`src/hdl/fvmm_pkg.sv`:
```
// Shared types, constants and float helpers for the float vector-matrix multiply core.
// No dependencies.
package fvmm_pkg;

  localparam int MAX_VECTOR_LEN = 1024;
  localparam int MAX_COLUMNS    = 1024;
  localparam int LEN_W          = 11;
  localparam int IDX_W          = 10;

  localparam logic [1:0] REG_VECTOR_LENGTH  = 2'd0;
  localparam logic [1:0] REG_MATRIX_WIDTH   = 2'd1;
  localparam logic [1:0] REG_ELEMENT_FORMAT = 2'd2;

  localparam logic FMT_HALF   = 1'b0;
  localparam logic FMT_SINGLE = 1'b1;

  localparam logic [31:0] QNAN_SINGLE = 32'h7FC0_0000;
  localparam logic [31:0] QNAN_HALF   = 32'h0000_7E00;

  typedef struct packed {
    logic [31:0]      a;
    logic [31:0]      b;
    logic             end_col;
    logic [IDX_W-1:0] col;
    logic             last;
  } queue_item_t;

  typedef struct packed {
    logic               sign;
    logic signed [10:0] exp;
    logic [23:0]        sig;
    logic               zero;
    logic               inf;
    logic               nan;
  } fp_unpack_t;

  // value = sig * 2^(exp - 23), half precision aligned to the same 24-bit significand
  function automatic fp_unpack_t fp_decode(input logic [31:0] bits, input logic fmt);
    fp_unpack_t u;
    logic [7:0]  ef8;
    logic [22:0] m23;
    logic [4:0]  ef5;
    logic [9:0]  m10;
    ef8 = bits[30:23];
    m23 = bits[22:0];
    ef5 = bits[14:10];
    m10 = bits[9:0];
    if (fmt == FMT_SINGLE) begin
      u.sign = bits[31];
      u.nan  = (ef8 == 8'hFF) && (m23 != 23'd0);
      u.inf  = (ef8 == 8'hFF) && (m23 == 23'd0);
      u.sig  = {ef8 != 8'd0, m23};
      u.exp  = (ef8 == 8'd0) ? -11'sd126 : $signed({3'b000, ef8}) - 11'sd127;
    end else begin
      u.sign = bits[15];
      u.nan  = (ef5 == 5'h1F) && (m10 != 10'd0);
      u.inf  = (ef5 == 5'h1F) && (m10 == 10'd0);
      u.sig  = {ef5 != 5'd0, m10, 13'd0};
      u.exp  = (ef5 == 5'd0) ? -11'sd14 : $signed({6'd0, ef5}) - 11'sd15;
    end
    u.zero = (u.sig == 24'd0);
    return u;
  endfunction

  function automatic logic [2:0] lead_zeros8(input logic [7:0] v);
    logic [2:0] n;
    logic       hit;
    n   = 3'd0;
    hit = 1'b0;
    for (int i = 7; i >= 0; i--) begin
      if (!hit) begin
        if (v[i]) hit = 1'b1;
        else n = n + 3'd1;
      end
    end
    return n;
  endfunction

endpackage

```
`src/hdl/fvmm_queue.sv`:
```
// Two-entry queue of matrix items between front end and arithmetic back end.
// Depends on fvmm_pkg.
module fvmm_queue (
  input  logic                  clk,
  input  logic                  rst,
  input  logic                  push,
  input  fvmm_pkg::queue_item_t push_item,
  input  logic                  pop,
  output logic                  head_valid,
  output fvmm_pkg::queue_item_t head_item,
  output logic [1:0]            count
);
  import fvmm_pkg::*;

  queue_item_t entry [0:1];
  logic        wr_ptr;
  logic        rd_ptr;

  always_ff @(posedge clk) begin
    if (push) begin
      entry[wr_ptr] <= push_item;
    end
  end

  always_ff @(posedge clk) begin
    if (rst) begin
      wr_ptr <= 1'b0;
      rd_ptr <= 1'b0;
      count  <= 2'd0;
    end else begin
      if (push) wr_ptr <= ~wr_ptr;
      if (pop) rd_ptr <= ~rd_ptr;
      count <= count + {1'b0, push} - {1'b0, pop};
    end
  end

  assign head_valid = (count != 2'd0);
  assign head_item  = entry[rd_ptr];

endmodule

```
`config.mk`:
```
export PLATFORM = sky130hd
export DESIGN_NAME = fvmm_queue
export DESIGN_NICKNAME = d
export VERILOG_FILES = /design/src/hdl/fvmm_pkg.sv /design/src/hdl/fvmm_queue.sv
export SDC_FILE = /design/constraint.sdc
export NUM_CORES = 1
export LEC_CHECK = 0
export CORE_UTILIZATION = 62
export DETAILED_ROUTE_END_ITERATION = 7
export DONT_BUFFER_PORTS = 1
export GPL_TIMING_DRIVEN = 0
export PLACE_DENSITY = 0.78
export SLEW_MARGIN = 25
export SYNTH_ARGS = -nofsm -noshare
export SYNTH_HDL_FRONTEND = slang
export SYNTH_SLANG_ARGS = --single-unit
export TNS_END_PERCENT = 30
```
`constraint.sdc`:
```
create_clock -name clk -period 6.1 [get_ports clk]
set_clock_uncertainty 0.05 [all_clocks]
set_input_delay 0.915 -clock clk [delete_from_list [all_inputs] [get_ports clk]]
set_output_delay 0.915 -clock clk [all_outputs]
set_load 0.005 [all_outputs]
```
After elaboration in Yosys (flattened, before gate mapping) --
Memory sizes are Yosys's and may differ from the RTL's. A register that Yosys moved wholly into a read port is not among the register bits. Cells that the tools add are included.
Storage, ports and cells: register bits after elaboration 4, memory bits (writable) 152, input port bits 80, output and inout bits 79, word-level logic and storage cells 13, memories kept 1
Cells by class: add/sub/neg operators 2, mux-type cells 4, bitwise logic cells 2, reductions and logical operators 1
Memory list:
- entry | words 2, bits a word 76, rd ports 1, clocked after memory_dff 1, write ports 1, RTL line fvmm_queue.sv:15 | queue_item_t entry [0:1];
Operators with widths (count):
- $mux 1 | 4
- $add 2x1->2 | 1
- $not 1->1 | 2
- $reduce_bool 2->1 | 1
- $sub 2x1->2 | 1

Depth between registers and ports, before layout --
depth in word-level cells 3, mapped depth 6, depth with buffers taken out 6

Least setup slack after synthesis --
No wires, ideal clock.
kind input port to flip-flop, start input push, end memory entry[0][0] (netlist name) (enable), data arrival time 4.242 ns, setup slack 1.288 ns, cell stages on the path 1, path buffers 0, path through nor2b_1
On the way: word-level cells in the longest chain between the ends 2
Ends and longest elaborated chain:
- from (decl) | RTL line fvmm_queue.sv:6 | input logic push,
- $mux 1 | RTL line fvmm_queue.sv:20 | if (push) begin
- $mux 1 (not written as such) | RTL line fvmm_queue.sv:21 | entry[wr_ptr] <= push_item;
- to (decl) | RTL line fvmm_queue.sv:15
No other way between the ends.

==> summary.log <==
[status] status completed
[clock_network] clock sinks 157
[setup_path] maximum net fanout on the critical path 10
[clock_network] deepest clock path buffer count 2
[timing] final hold vios 0
[grt] Overflow after GRT 0
[detailed_routing] Routed WL 8700 microns
[grt] total routing resource utilization after global routing 18.2%
[layout] Design Area, Final 6650 sq um
[synth] Commonest cells post-synth 152 x edfxtp_1, 40 x mux2_4, 36 x mux2_2, 5 x dfxtp_1
[timing] period utilisation layout 42.4%
[timing] transition time of the tightest slew-check pin 0.433 ns
[layout] Layout Area Growth over Synthesis 13.7%
[synth] cell with the most instances after synthesis edfxtp_1
[setup_path] CP max stage cell dfxtp_1
[synth] Mapped Nets 338
[setup_path] cell family with most CP delay buffers and inverters
[detailed_routing] Antenna Nets Post-Route 0
[detailed_routing] initial DRC count 99
[place] worst setup timing slack at the placement stage 3.85 ns
[clock_network] quantity of gates resized following cts 0
[grt] number of global-route vias before repair 2,370
[setup_path] Crit path required time 5.13 ns
[synth] number of instances in the synthesized netlist 256
[detailed_routing] Via density 5.77
[setup_path] kind of end point of the critical path output pin
[pwr] VDD IR max 0.242 mV
[synth] part of the Yosys area used for sequential elements 79.7%
[clock_network] number of CTS-inserted buffers 17
[place] Detailed Place HPWL 5620 microns
[die] Core Footprint 9200 sq um
[place] last weighted congestion value of the routability-driven placer 0.688
[layout] share of layout cells above drive strength 1 41.8%
[detailed_routing] number of vias in the routed layout 2,326
[timing] relative max-transition margin 71.1%
[layout] Final Util 72.3%
[clock_network] clock-pin slew on the worst setup and hold paths 0.06 ns
[min_path] Hold Crit Class in -> reg
[layout] diode insertion count for antenna repair 0
[timing] setup repair after global routing missed its margin false
[pwr] leakage dissipation 2.32 nW
[grt] maximum number of pins on one net before global-route repair 48
[pwr] post-layout power 0.00240 W
[setup_path] critical setup path kind reg -> out
[place] standard cell area after detailed placement 6120 sq um
[synth] top cell type by total area after synthesis edfxtp_1
[clock_network] number of setup buffers added after CTS 0
[detailed_routing] DRT Pass-1 Iters 4
[grt] first-pass GRT wire length 12,800 microns
[die] effective utilization at floorplan 63.6%
[die] die outline area 9830 sq um
[timing] worst hold margin 0.437 ns
[synth] leading cell types by total area after synthesis edfxtp_1 78%, mux2_4 10%, mux2_2 6.9%
[synth] proportion of register bits with asynchronous set or reset after synthesis 0%
[detailed_routing] post-DR wirelength/cell 21.6 microns
[clock_network] clock tree from TritonCTS done
[timing] top achievable clock speed 0.386 GHz
[synth] unique cell type count in the Yosys netlist 15
[synth] cell area after synthesis 5850 sq um
[layout] number of nets in the layout 362
[clock_network] CTS root buffer clkbuf_8
[timing] setup ws final 3.51 ns
[clock_network] worst skew pair latency 0.49 ns
[setup_path] WP data arrival 1.62 ns
[die] standard-cell row count 35
[timing] number of pins exceeding their max-slew limit in the final report 0
[synth] synthesized flop and latch total 157
[synth] Post-Syn Area per Cell 22.9 sq um
[clock_network] number of hold-repair buffers added at the cts stage 0
[die] num ports 159
[setup_path] type of origin of the critical path flop
[clock_network] maximum level of the CTS H-tree 4
[die] Die Y 99.1 microns
[synth] count of flip-flops with a built-in enable after synthesis 152
[place] count of buffers from port buffering 0
[setup_path] sequence of cells on the critical path buf_4 -> buf_6 -> mux2_4
[grt] initial antenna violation count 0
[flow_run] max-cap violation count 0
[synth] top-area cell type share of the netlist area 78.0%
[setup_path] Buf/Inv on CP 2
[synth] most common flop cell mapped by yosys edfxtp_1
[die] die outline width 99.1 microns
[detailed_routing] total DRC errors in the routed layout 0
[timing] # setup viols final 0
[synth] total of warnings raised by yosys 0
[setup_path] highest cell delay on the worst timing path 0.36 ns
[pwr] power density over the cells 360 nW/um^2
[timing] time the worst path needs with I/O delays and setup 2.59 ns
==> placed cells by master (no fill, tap or decap), types with 4 or more instances in the layout <==
cell type     n
edfxtp_1    152
mux2_4       40
mux2_2       36
clkbuf_16    16
dfxtp_1       5
buf_6         4
nor2_1        4
clkinvlp_4    4
buf_16        4
==> stage by stage <==
step                instances  setup TNS, ns
finish                    403              0
global placement          367         -24.05
detailed placement        372              0
global route              403              0
CTS                       403              0
floorplan                 256              0
==> layer usage <==
layer / up-vias / wire [microns] / GRT usage, %
li1: 1060 / - / -
met1: 1134 / 3080 / 19.9
met2: 127 / 4510 / 30.1
met3: 5 / 1060 / 9.77
met4: 0 / 55 / 6.79
met5: - / 0 / 0
==> flip-flops by register name, summed over array words and instances (netlist names), named ones only <==
register / cells
entry: 152
count: 2
rd_ptr: 1
wr_ptr: 1
==> cell type report <==
class	instances	area, sq um
Fill cell	536	2540
Clock buffer	18	418
Inverter	2	7.51
Clock inverter	13	110
Sequential cell	157	4660
Multi-Input combinational cell	89	1120
Timing Repair Buffer	5	125
Buffer	8	67.6
Tap cell	111	139
==> path summary, 6_finish.rpt <==
path                             from                     end  slack [ns]  depth (start not counted)
setup / recovery                 flop           head_item[47]        3.51                          3
hold / removal                    rst     count[1]$_SDFF_PP0_        0.44                          1
setup reg to reg  wr_ptr$_SDFFE_PP0P_  entry[0][35]$_DFFE_PP_        4.43                          4
hold reg to reg   rd_ptr$_SDFFE_PP0P_                    flop        0.49                          2
==> logic make-up after synthesis <==
group | Yosys count | share of synthesized area (%)
XOR/XNOR | 3 | 0.684
multiplexers | 76 | 17.2
AND/OR/NAND/NOR | 8 | 0.684
flip-flops | 157 | 79.7
adder cells (fa/ha/maj) | 2 | 0.428
buffers and inverters | 10 | 1.28
==> report_power, final <==
part / leakage, nW / switching (W) / internal, W / total (W)
clock: 0.248 / 0.000413 / 0.000508 / 0.000921
combinational: 0.599 / 0.0000946 / 0.000105 / 0.000199
sequential: 1.47 / 0.0000182 / 0.00126 / 0.00128
Note: power is estimated with default switching activity, not from simulation.
