[src/hdl/fvmm_pkg.sv]
// Shared types, constants and float helpers for the float vector-matrix multiply core.
// No dependencies.
package fvmm_pkg;

  localparam int MAX_VECTOR_LEN = 1024;
  localparam int MAX_COLUMNS    = 1024;
  localparam int LEN_W          = 11;
  localparam int IDX_W          = 10;

  localparam logic [1:0] REG_VECTOR_LENGTH  = 2'd0;
  localparam logic [1:0] REG_MATRIX_WIDTH   = 2'd1;
  localparam logic [1:0] REG_ELEMENT_FORMAT = 2'd2;

  localparam logic FMT_HALF   = 1'b0;
  localparam logic FMT_SINGLE = 1'b1;

  localparam logic [31:0] QNAN_SINGLE = 32'h7FC0_0000;
  localparam logic [31:0] QNAN_HALF   = 32'h0000_7E00;

  typedef struct packed {
    logic [31:0]      a;
    logic [31:0]      b;
    logic             end_col;
    logic [IDX_W-1:0] col;
    logic             last;
  } queue_item_t;

  typedef struct packed {
    logic               sign;
    logic signed [10:0] exp;
    logic [23:0]        sig;
    logic               zero;
    logic               inf;
    logic               nan;
  } fp_unpack_t;

  // value = sig * 2^(exp - 23), half precision aligned to the same 24-bit significand
  function automatic fp_unpack_t fp_decode(input logic [31:0] bits, input logic fmt);
    fp_unpack_t u;
    logic [7:0]  ef8;
    logic [22:0] m23;
    logic [4:0]  ef5;
    logic [9:0]  m10;
    ef8 = bits[30:23];
    m23 = bits[22:0];
    ef5 = bits[14:10];
    m10 = bits[9:0];
    if (fmt == FMT_SINGLE) begin
      u.sign = bits[31];
      u.nan  = (ef8 == 8'hFF) && (m23 != 23'd0);
      u.inf  = (ef8 == 8'hFF) && (m23 == 23'd0);
      u.sig  = {ef8 != 8'd0, m23};
      u.exp  = (ef8 == 8'd0) ? -11'sd126 : $signed({3'b000, ef8}) - 11'sd127;
    end else begin
      u.sign = bits[15];
      u.nan  = (ef5 == 5'h1F) && (m10 != 10'd0);
      u.inf  = (ef5 == 5'h1F) && (m10 == 10'd0);
      u.sig  = {ef5 != 5'd0, m10, 13'd0};
      u.exp  = (ef5 == 5'd0) ? -11'sd14 : $signed({6'd0, ef5}) - 11'sd15;
    end
    u.zero = (u.sig == 24'd0);
    return u;
  endfunction

  function automatic logic [2:0] lead_zeros8(input logic [7:0] v);
    logic [2:0] n;
    logic       hit;
    n   = 3'd0;
    hit = 1'b0;
    for (int i = 7; i >= 0; i--) begin
      if (!hit) begin
        if (v[i]) hit = 1'b1;
        else n = n + 3'd1;
      end
    end
    return n;
  endfunction

endpackage

[src/hdl/fvmm_back.sv]
// Back end: multiply then add, each rounded to nearest even, through one shared
// normalize/round unit; holds the accumulator and drives results. Depends on fvmm_pkg.
module fvmm_back (
  input  logic                      clk,
  input  logic                      rst,
  input  logic                      fmt,
  input  logic                      head_valid,
  input  fvmm_pkg::queue_item_t     head_item,
  output logic                      pop,
  output logic                      result_valid,
  output logic [31:0]               result_bits,
  output logic [fvmm_pkg::IDX_W-1:0] column_index,
  output logic                      last_column
);
  import fvmm_pkg::*;

  localparam logic [2:0] S_IDLE = 3'd0;
  localparam logic [2:0] S_MUL  = 3'd1;
  localparam logic [2:0] S_NORM = 3'd2;
  localparam logic [2:0] S_RND1 = 3'd3;
  localparam logic [2:0] S_RND2 = 3'd4;
  localparam logic [2:0] S_ADD  = 3'd5;

  localparam logic [1:0] SPEC_NONE = 2'd0;
  localparam logic [1:0] SPEC_NAN  = 2'd1;
  localparam logic [1:0] SPEC_INF  = 2'd2;

  logic [2:0]  state;
  queue_item_t cur;
  logic        op_add;
  logic [31:0] prod;
  logic [31:0] acc;

  logic [49:0]        r_m;
  logic signed [10:0] r_t;
  logic               r_sign;
  logic [1:0]         r_spec;

  logic [23:0]        q;
  logic               g, s;
  logic signed [10:0] te;

  // multiply
  fp_unpack_t  da, db;
  logic [47:0] p;
  logic [1:0]  mul_spec;

  // add
  fp_unpack_t         dx, dy;
  logic               x_big;
  logic signed [10:0] ebig, esmall, ediff;
  logic [23:0]        sig_big, sig_small;
  logic               s_big, s_small;
  logic [4:0]         ash;
  logic [26:0]        big_ext, small_ext, small_sh, small_lost, aligned;
  logic [27:0]        sum;
  logic               sum_sign;
  logic [1:0]         add_spec;
  logic               add_inf_sign;

  // round
  logic signed [10:0] emin, bias, dd, te2, ebias;
  logic [5:0]         d6;
  logic [49:0]        ms, m_lost;
  logic               stk, inc, ovf, hidden;
  logic [24:0]        q2, qn;
  logic [2:0]         lz;
  logic [31:0]        rnd_bits;

  always_comb begin
    da       = fp_decode(cur.a, fmt);
    db       = fp_decode(cur.b, fmt);
    p        = da.sig * db.sig;
    mul_spec = SPEC_NONE;
    if (da.nan || db.nan || (da.inf && db.zero) || (db.inf && da.zero)) mul_spec = SPEC_NAN;
    else if (da.inf || db.inf) mul_spec = SPEC_INF;
  end

  always_comb begin
    dx        = fp_decode(acc, fmt);
    dy        = fp_decode(prod, fmt);
    x_big     = (dx.exp >= dy.exp);
    ebig      = x_big ? dx.exp : dy.exp;
    esmall    = x_big ? dy.exp : dx.exp;
    sig_big   = x_big ? dx.sig : dy.sig;
    sig_small = x_big ? dy.sig : dx.sig;
    s_big     = x_big ? dx.sign : dy.sign;
    s_small   = x_big ? dy.sign : dx.sign;
    ediff     = ebig - esmall;
    ash       = (ediff > 11'sd31) ? 5'd31 : ediff[4:0];
    big_ext   = {sig_big, 3'b000};
    small_ext = {sig_small, 3'b000};
    small_sh  = small_ext >> ash;
    small_lost = small_ext & ~({27{1'b1}} << ash);
    aligned   = small_sh | {26'd0, |small_lost};
    if (s_big == s_small) begin
      sum      = {1'b0, big_ext} + {1'b0, aligned};
      sum_sign = s_big;
    end else if (big_ext >= aligned) begin
      sum      = {1'b0, big_ext} - {1'b0, aligned};
      sum_sign = s_big;
    end else begin
      sum      = {1'b0, aligned} - {1'b0, big_ext};
      sum_sign = s_small;
    end
    if (sum == 28'd0) sum_sign = dx.sign & dy.sign;
    add_spec     = SPEC_NONE;
    add_inf_sign = dx.inf ? dx.sign : dy.sign;
    if (dx.nan || dy.nan || (dx.inf && dy.inf && (dx.sign != dy.sign))) add_spec = SPEC_NAN;
    else if (dx.inf || dy.inf) add_spec = SPEC_INF;
  end

  always_comb begin
    lz     = lead_zeros8(r_m[49:42]);
    emin   = (fmt == FMT_SINGLE) ? -11'sd126 : -11'sd14;
    bias   = (fmt == FMT_SINGLE) ? 11'sd127 : 11'sd15;
    dd     = emin - r_t;
    d6     = (r_t >= emin) ? 6'd0 : ((dd > 11'sd63) ? 6'd63 : dd[5:0]);
    ms     = r_m >> d6;
    m_lost = r_m & ~({50{1'b1}} << d6);
    stk    = |m_lost;

    inc = g & (s | q[0]);
    q2  = {1'b0, q} + {24'd0, inc};
    ovf = (fmt == FMT_SINGLE) ? q2[24] : q2[11];
    qn  = ovf ? (q2 >> 1) : q2;
    te2 = te + $signed({10'd0, ovf});
    hidden = (fmt == FMT_SINGLE) ? qn[23] : qn[10];
    ebias  = hidden ? (te2 + bias) : 11'sd0;
    if (r_spec == SPEC_NAN) begin
      rnd_bits = (fmt == FMT_SINGLE) ? QNAN_SINGLE : QNAN_HALF;
    end else if (r_spec == SPEC_INF || (hidden && te2 > bias)) begin
      rnd_bits = (fmt == FMT_SINGLE) ? {r_sign, 8'hFF, 23'd0}
                                     : {16'd0, r_sign, 5'h1F, 10'd0};
    end else begin
      rnd_bits = (fmt == FMT_SINGLE) ? {r_sign, ebias[7:0], qn[22:0]}
                                     : {16'd0, r_sign, ebias[4:0], qn[9:0]};
    end
  end

  assign pop = (state == S_IDLE) && head_valid;

  always_ff @(posedge clk) begin
    if (rst) begin
      state        <= S_IDLE;
      acc          <= 32'd0;
      result_valid <= 1'b0;
      op_add       <= 1'b0;
    end else begin
      result_valid <= 1'b0;
      case (state)
        S_IDLE: begin
          if (head_valid) state <= S_MUL;
        end
        S_MUL: begin
          op_add <= 1'b0;
          state  <= S_NORM;
        end
        S_ADD: begin
          op_add <= 1'b1;
          state  <= S_NORM;
        end
        S_NORM: begin
          if (r_spec != SPEC_NONE || r_m == 50'd0 || r_m[49]) state <= S_RND1;
        end
        S_RND1: begin
          state <= S_RND2;
        end
        S_RND2: begin
          if (!op_add) begin
            state <= S_ADD;
          end else begin
            state <= S_IDLE;
            if (cur.end_col) begin
              result_valid <= 1'b1;
              acc          <= 32'd0;
            end else begin
              acc <= rnd_bits;
            end
          end
        end
        default: state <= S_IDLE;
      endcase
    end
  end

  always_ff @(posedge clk) begin
    case (state)
      S_IDLE: begin
        if (head_valid) cur <= head_item;
      end
      S_MUL: begin
        r_m    <= {2'b00, p};
        r_t    <= da.exp + db.exp + 11'sd3;
        r_sign <= da.sign ^ db.sign;
        r_spec <= mul_spec;
      end
      S_ADD: begin
        r_m    <= {sum, 22'd0};
        r_t    <= ebig + 11'sd1;
        r_sign <= (add_spec == SPEC_INF) ? add_inf_sign : sum_sign;
        r_spec <= add_spec;
      end
      S_NORM: begin
        if (!(r_spec != SPEC_NONE || r_m == 50'd0 || r_m[49])) begin
          if (r_m[49:42] == 8'd0) begin
            r_m <= r_m << 8;
            r_t <= r_t - 11'sd8;
          end else begin
            r_m <= r_m << lz;
            r_t <= r_t - $signed({8'd0, lz});
          end
        end
      end
      S_RND1: begin
        te <= (r_t < emin) ? emin : r_t;
        if (fmt == FMT_SINGLE) begin
          q <= ms[49:26];
          g <= ms[25];
          s <= (|ms[24:0]) | stk;
        end else begin
          q <= {13'd0, ms[49:39]};
          g <= ms[38];
          s <= (|ms[37:0]) | stk;
        end
      end
      S_RND2: begin
        if (!op_add) prod <= rnd_bits;
        if (op_add && cur.end_col) begin
          result_bits  <= rnd_bits;
          column_index <= cur.col;
          last_column  <= cur.last;
        end
      end
      default: ;
    endcase
  end

endmodule

[config.mk]
export PLATFORM = sky130hd
export DESIGN_NAME = fvmm_back
export DESIGN_NICKNAME = d
export VERILOG_FILES = /design/src/hdl/fvmm_pkg.sv /design/src/hdl/fvmm_back.sv
export SDC_FILE = /design/constraint.sdc
export NUM_CORES = 2
export LEC_CHECK = 0
export ABC_AREA = 1
export BUFFER_PORTS_ARGS = -buffer_cell sky130_fd_sc_hd__buf_4
export CORE_ASPECT_RATIO = 0.9
export CORE_MARGIN = 2
export CORE_UTILIZATION = 34
export DETAILED_ROUTE_END_ITERATION = 8
export PLACE_DENSITY = 0.56
export SYNTH_ARGS = -nofsm -noshare
export SYNTH_HDL_FRONTEND = slang
export SYNTH_SLANG_ARGS = --single-unit
[constraint.sdc]
create_clock -name clk -period 15.46 [get_ports clk]
set_input_delay 3.092 -clock clk [delete_from_list [all_inputs] [get_ports clk]]
set_output_delay 3.092 -clock clk [all_outputs]
set_load 0.1 [all_outputs]
# Yosys cells after proc, flatten, opt, wreduce, memory -nomap -nowiden
# Index checks and enable logic that the tools add are counted.
classes:
  shift: 5
  n_lt_le_gt_ge: 7
  bitwise: 13
  n_mux: 94
  reduce_logical: 86
  n_eq_ne: 21
  mul: 1
  n_addsub: 28
ops:
  columns: ["op", "n"]
  rows:
  - ["2-to-1 mux 32 bit", 5]
  - ["2-to-1 mux 11 bit", 14]
  - ["one-hot mux 50 bit (3 select lines)", 1]
  - ["2-to-1 mux 36 bit", 4]
  - ["2-to-1 mux 50 bit", 2]
  - ["logical NOT 23 bit", 4]
  - ["nonzero test 23 bit", 4]
  - ["2-to-1 mux 24 bit", 3]
  - ["2-to-1 mux 28 bit", 2]
  - ["subtractor 27 x 27 -> 28 bit", 2]
  - ["2-to-1 mux 3 bit", 17]
  - ["AND 50 bit", 1]
  - ["logical NOT 50 bit", 1]
  - ["inverter 50 bit", 1]
  - ["OR reduction 50 bit", 1]
  - ["<< shifter 50 x 3 -> 50 bit", 1]
  - ["<< shifter 50 x 6 -> 50 bit (first input constant)", 1]
  - [">> shifter 50 x 6 -> 50 bit", 1]
  - ["logical NOT 24 bit", 2]
  - ["multiplier 24 x 24 -> 48 bit", 1]
  - ["logical NOT 10 bit", 4]
  - ["logical NOT 8 bit", 5]
  - ["nonzero test 10 bit", 4]
  - ["OR reduction 38 bit", 1]
  - ["other kinds (65)", 173]
word_totals:
  in_bits: 80
  wordCells: 277
  register_bits: 289

# Longest topological paths before layout
depth:
  depth_word: 26
  depth_mapped: 78

# Worst setup path before layout
# OpenSTA, ideal clock, no wires.
synth_timing:
  kind: "input to register"
  start: "input port fmt"
  end: "register r_m[46], data pin"
  path_stages: 54
  setup_ps: 275
  setup_slack_ps: 2593
  t_arrival_ps: 12592
  required_time_ps: 15185
  path_cell_list: "buf_2 -> clkbuf_1 -> clkbuf_1 -> clkbuf_1 -> clkbuf_1 -> clkbuf_1 -> clkbuf_1 -> buf_1 -> nand2_1 -> inv_1 -> clkbuf_1 -> nand2_1 -> fa_1 -> inv_1 -> fa_1 -> inv_1 -> fa_1 -> inv_1 -> [... 18 more ...] -> a31oi_1 -> inv_1 -> o21ai_0 -> inv_1 -> o21ai_0 -> inv_1 -> o21ai_0 -> nand3_1 -> nand2_1 -> nand3_1 -> nand2_1 -> nand2_1 -> nand2_1 -> nand4_1 -> nand2_1 -> nand2_1 -> inv_1 -> o221ai_1"
synth_between:
  elab_chain_cells: 15
  elab_cells_between_ends: 29
  classes_between: "add/sub: 4; mul: 1; order compare: 3; eq/ne: 1; shift: 2; mux: 14; bitwise: 3; reduce/logical: 1"
synth_rtl:
  columns: ["item", "line_no", "source"]
  rows:
  - ["from (decl)", "fvmm_back.sv:6", "input logic fmt,"]
  - ["2-to-1 mux 36 bit", "fvmm_pkg.sv:48", "if (fmt == FMT_SINGLE) begin"]
  - [">= comparator 11 bit", "fvmm_back.sv:82", "x_big = (dx.exp >= dy.exp);"]
  - ["2-to-1 mux 11 bit, on equally long branches", "fvmm_back.sv:83, fvmm_back.sv:84", null]
  - ["subtractor 11 bit", "fvmm_back.sv:89", "ediff = ebig - esmall;"]
  - ["> comparator 11 x 6 -> 1 bit", "fvmm_back.sv:90", "ash = (ediff > 11'sd31) ? 5'd31 : ediff[4:0];"]
  - ["2-to-1 mux 5 bit", "fvmm_back.sv:90", null]
  - ["<< shifter 27 x 5 -> 27 bit", "fvmm_back.sv:94", "small_lost = small_ext & ~({27{1'b1}} << ash);"]
  - ["inverter 27 bit", "fvmm_back.sv:94", null]
  - ["AND 27 bit", "fvmm_back.sv:94", null]
  - ["OR reduction 27 bit", "fvmm_back.sv:95", "aligned = small_sh | {26'd0, |small_lost};"]
  - ["OR 27 x 1 -> 27 bit", "fvmm_back.sv:95", null]
  - ["subtractor 27 x 27 -> 28 bit, or another cell as far along", "fvmm_back.sv:103", "sum = {1'b0, aligned} - {1'b0, big_ext};"]
  - ["2-to-1 mux 28 bit", "fvmm_back.sv:99", "end else if (big_ext >= aligned) begin"]
  - ["2-to-1 mux 28 bit", "fvmm_back.sv:96", "if (s_big == s_small) begin"]
  - ["one-hot mux 50 bit (3 select lines) (*)", "fvmm_back.sv:188", "case (state)"]
  - ["to (signal assigned)", "fvmm_back.sv:193", "r_m <= {2'b00, p};"]
  - ["to (signal assigned)", "fvmm_back.sv:199", "r_m <= {sum, 22'd0};"]
  - ["to (signal assigned)", "fvmm_back.sv:207", "r_m <= r_m << 8;"]
  - ["to (decl)", "fvmm_back.sv:34", "logic [49:0] r_m;"]
# Every way passes the cells marked *; elsewhere a longest branch is shown, timed or not.
# A chain may end at the register's enable or synchronous reset.

# Worst setup path in the final report
layout_timing:
  start: "input port fmt"
  end: "register r_sign, data pin"
layout_between:
  elab_chain_cells: 18
  elab_cells_between_ends: 47
  classes_between: "add/sub: 4; order compare: 3; eq/ne: 3; shift: 2; mux: 23; bitwise: 5; reduce/logical: 7"
layout_rtl:
  columns: ["item", "line_no", "source"]
  rows:
  - ["2-to-1 mux 36 bit", "fvmm_pkg.sv:48", null]
  - [">= comparator 11 bit", "fvmm_back.sv:82", null]
  - ["2-to-1 mux 11 bit, on equally long branches", "fvmm_back.sv:83, fvmm_back.sv:84", null]
  - ["subtractor 11 bit", "fvmm_back.sv:89", null]
  - ["> comparator 11 x 6 -> 1 bit", "fvmm_back.sv:90", null]
  - ["2-to-1 mux 5 bit", "fvmm_back.sv:90", null]
  - ["<< shifter 27 x 5 -> 27 bit", "fvmm_back.sv:94", null]
  - ["inverter 27 bit", "fvmm_back.sv:94", null]
  - ["[... 2 more ...]", null, null]
  - ["OR 27 x 1 -> 27 bit", "fvmm_back.sv:95", null]
  - ["subtractor 27 x 27 -> 28 bit, or another cell as far along", "fvmm_back.sv:103", null]
  - ["2-to-1 mux 28 bit", "fvmm_back.sv:99", null]
  - ["2-to-1 mux 28 bit", "fvmm_back.sv:96", null]
  - ["logical NOT 28 bit", "fvmm_back.sv:106", "if (sum == 28'd0) sum_sign = dx.sign & dy.sign;"]
  - ["2-to-1 mux 1 bit", "fvmm_back.sv:106", null]
  - ["2-to-1 mux 1 bit", "fvmm_back.sv:201", "r_sign <= (add_spec == SPEC_INF) ? add_inf_sign : sum_sign;"]
  - ["one-hot mux 1 bit (2 select lines) (*)", "fvmm_back.sv:188", null]
  - ["to (signal assigned)", "fvmm_back.sv:195", "r_sign <= da.sign ^ db.sign;"]
  - ["to (signal assigned)", "fvmm_back.sv:201", null]
  - ["to (decl)", "fvmm_back.sv:36", "logic r_sign;"]
# Marks and branches as above.

==> reports/metrics.cfg <==
[sta]
maxSlewViolCount = 0
rsz0062_at_grt = false
setup_tns_ns = 0
max_slew_margin_pct = 15.1
worstMarginPinSlew_ns = 1.26
hold_viol_final = 0
max_freq_ghz = 0.0733
final-setup-viol-count = 0
skew_ns = 0.0585
period_share_pct = 88.2
layout_min_cycle_time_ns = 13.64

[yosys]
ys_seq_elements = 289
synth.top_cells.by_count = 1,559 x nand2_1, 1,080 x inv_1, 522 x nor2_1
synthFlopType = edfxtp_1
synthesis.nets = 7174
yosys_warnings = 0
ys_seq_area_share_pct = 18.3
synth.most_common_cell = nand2_1
yosysTopAreaCell = fa_1
synthArstFlopShare_pct = 0
yosysTopAreaCellShare_pct = 21.4
syn_area_per_cell_um2 = 7.22
netlist_area_um2 = 45400
synth_area_leaders = fa_1 21%, edfxtp_1 17%, nand2_1 13%, inv_1 8.9%, ha_1 8.9%
synthCells = 6285
synth_edf_count = 252
synth.distinct_cells = 72

[clock_tree]
htree_num_levels = 2
cts_hold_buffers = 0
clk_latency_ns = 0.65
cts_tree = done
postCtsSetupRepairBufs = 0
cts-root-buf = clkbuf_16
ctsResizeCount = 0
cts.sinks = 289
cts-buffers-inserted = 39
clk_pin_slew_ns = 0.06
clockBufferDepth = 3

[worst_setup_path]
crit_slowest_cell = inv_1
rr_startpoint = prod[10]
critical_path.endpoint_type = register
timing.critical_path.from = fmt
worstPathMaxFanout = 71
critPathArrivalTime_ns = 14.00
cp.required_ns = 15.82
crit_type = input port to register
cp_common_cell = nand2_1
ff2ff_path_depth = 68
slowest_delay_ns = 0.73
startpoint_type = input port

[route]
viasPerCell = 5.41
drc = 0
wl_per_cell_um = 22.1
vias = 43400
antenna_left = 0
routed_wl_um = 178000
drtPass1Iterations = 7
drtIter0Drc = 4727

[floorplanning]
rows = 127
die_x_um = 389
io_pins = 125
initial_utilization_pct = 34.2
core_um2 = 133000
fp.dieH_um = 351
die_area_um2 = 136000

[worst_hold_path]
hp-start = cur[8]
hold_path_class = register to register
hold_depth = 0

[global_route]
grt_pass1_vias = 41600
antenna_found_initial = 5
grt_pass1_wl_um = 266000
gr-usage-all-layers_pct = 25.6
overflow = 0
grt_max_degree = 99

[placement]
post_dp_cell_area_um2 = 48000
routabilityCongestion = 1.00
numPortBuffers = 124
dpl.hpwl_um = 143000

[run_status]
status = finished, final reports clean

[run]
cap_violations = 0

[cells_and_area]
drive_above_1_share_pct = 6.06
num-nets-final = 7148
area_delta_synth_final_pct = 8.75
design_area_um2 = 49400

==> per-stage QoR <==
stage / hold WS (ns) / instances / utilization, % / setup WS [ns]
final: 0.412 / 8029 / 37.2 / 1.82
after detailed placement: 0.407 / 7959 / 36.1 / 1.33
after floorplan: 0.400 / 6285 / - / 2.59
after global routing: 0.424 / 8028 / 37.2 / 0.611
after global placement: 0.401 / 7959 / 36.1 / 1.42
after CTS: 0.417 / 8028 / 37.2 / 1.98
==> logic make-up (layout without fill, tap and decap cells) <==
kind of cell             Yosys count  count (layout)  synth area share [%]
XOR/XNOR                          99              99                  1.93
AND/OR/NAND/NOR                 2714            2714                  25.2
multiplexers                      11              11                 0.243
adder cells (fa/ha/maj)          809             809                  30.3
AO/OA/AOI/OAI                   1005            1005                  12.5
other                              0               1                     0
buffers and inverters           1358            1360                  11.5
flip-flops                       289             289                  18.3
==> cell usage in the layout, fill, tap and decap left out, types with 21 or more instances in the layout <==
cell type,n
o21ai_0,458
o21ai_1,22
xor2_1,65
fa_1,486
nand2_1,1557
a21oi_1,280
or2_2,53
nor2_1,516
buf_4,178
o221ai_1,30
clkbuf_16,41
ha_1,323
nor3_1,46
a31oi_1,26
dfxtp_1,37
xnor2_1,32
edfxtp_1,252
nor4_1,37
nand4_1,74
inv_1,1078
o22ai_1,42
nand3_1,345
clkinv_1,21
o211ai_1,27
nand2_2,21
==> cell type report <==
| cell class | instances | area (um2) |
|---|---|---|
| fillers | 14100 | 83500 |
| multi-input cells | 4638 | 31900 |
| flip-flops and latches | 289 | 8310 |
| inverters | 1111 | 4170 |
| well taps | 1741 | 2180 |
| repair buffers | 180 | 1370 |
| clock buffers | 47 | 1070 |
| clock inverters | 22 | 317 |
| diodes | 1 | 2.50 |
==> critical path, delay by kind of cell <==
family | cells | cell delay [ns]
AOI/OAI and AO/OA | 14 | 2.81
adders and majority gates | 3 | 0.89
buffers and inverters | 6 | 1.70
and+or+nand+nor | 41 | 5.40
==> state kept, by name (all words and copies together), names as in the netlist, 2 cells and up <==
name          count
acc              32
column_index     10
cur              76
prod             32
q                24
r_m              50
r_spec            2
r_t              11
result_bits      32
state             3
te               11
==> path summary, 6_finish.rpt <==
check / to / slack, ns
max: r_sign / 1.82
min: column_index[7] / 0.41
max reg2reg: r_sign / 3.71
min reg2reg: column_index[7] / 0.41
==> metal layers <==
layer | wire, um | up-vias | global-route usage, % | share of wire, %
li1 | - | 20100 | - | -
met1 | 81400 | 21000 | 37.9 | 46
met2 | 73300 | 2035 | 37.6 | 41
met3 | 18200 | 263 | 5.40 | 10
met4 | 4820 | 6 | 6.69 | 2.7
met5 | 47 | - | 0 | 0.026
Power is left out: the tool's default activity adds up to more than one toggle a clock period on the data nets, which glitch-free logic cannot reach.
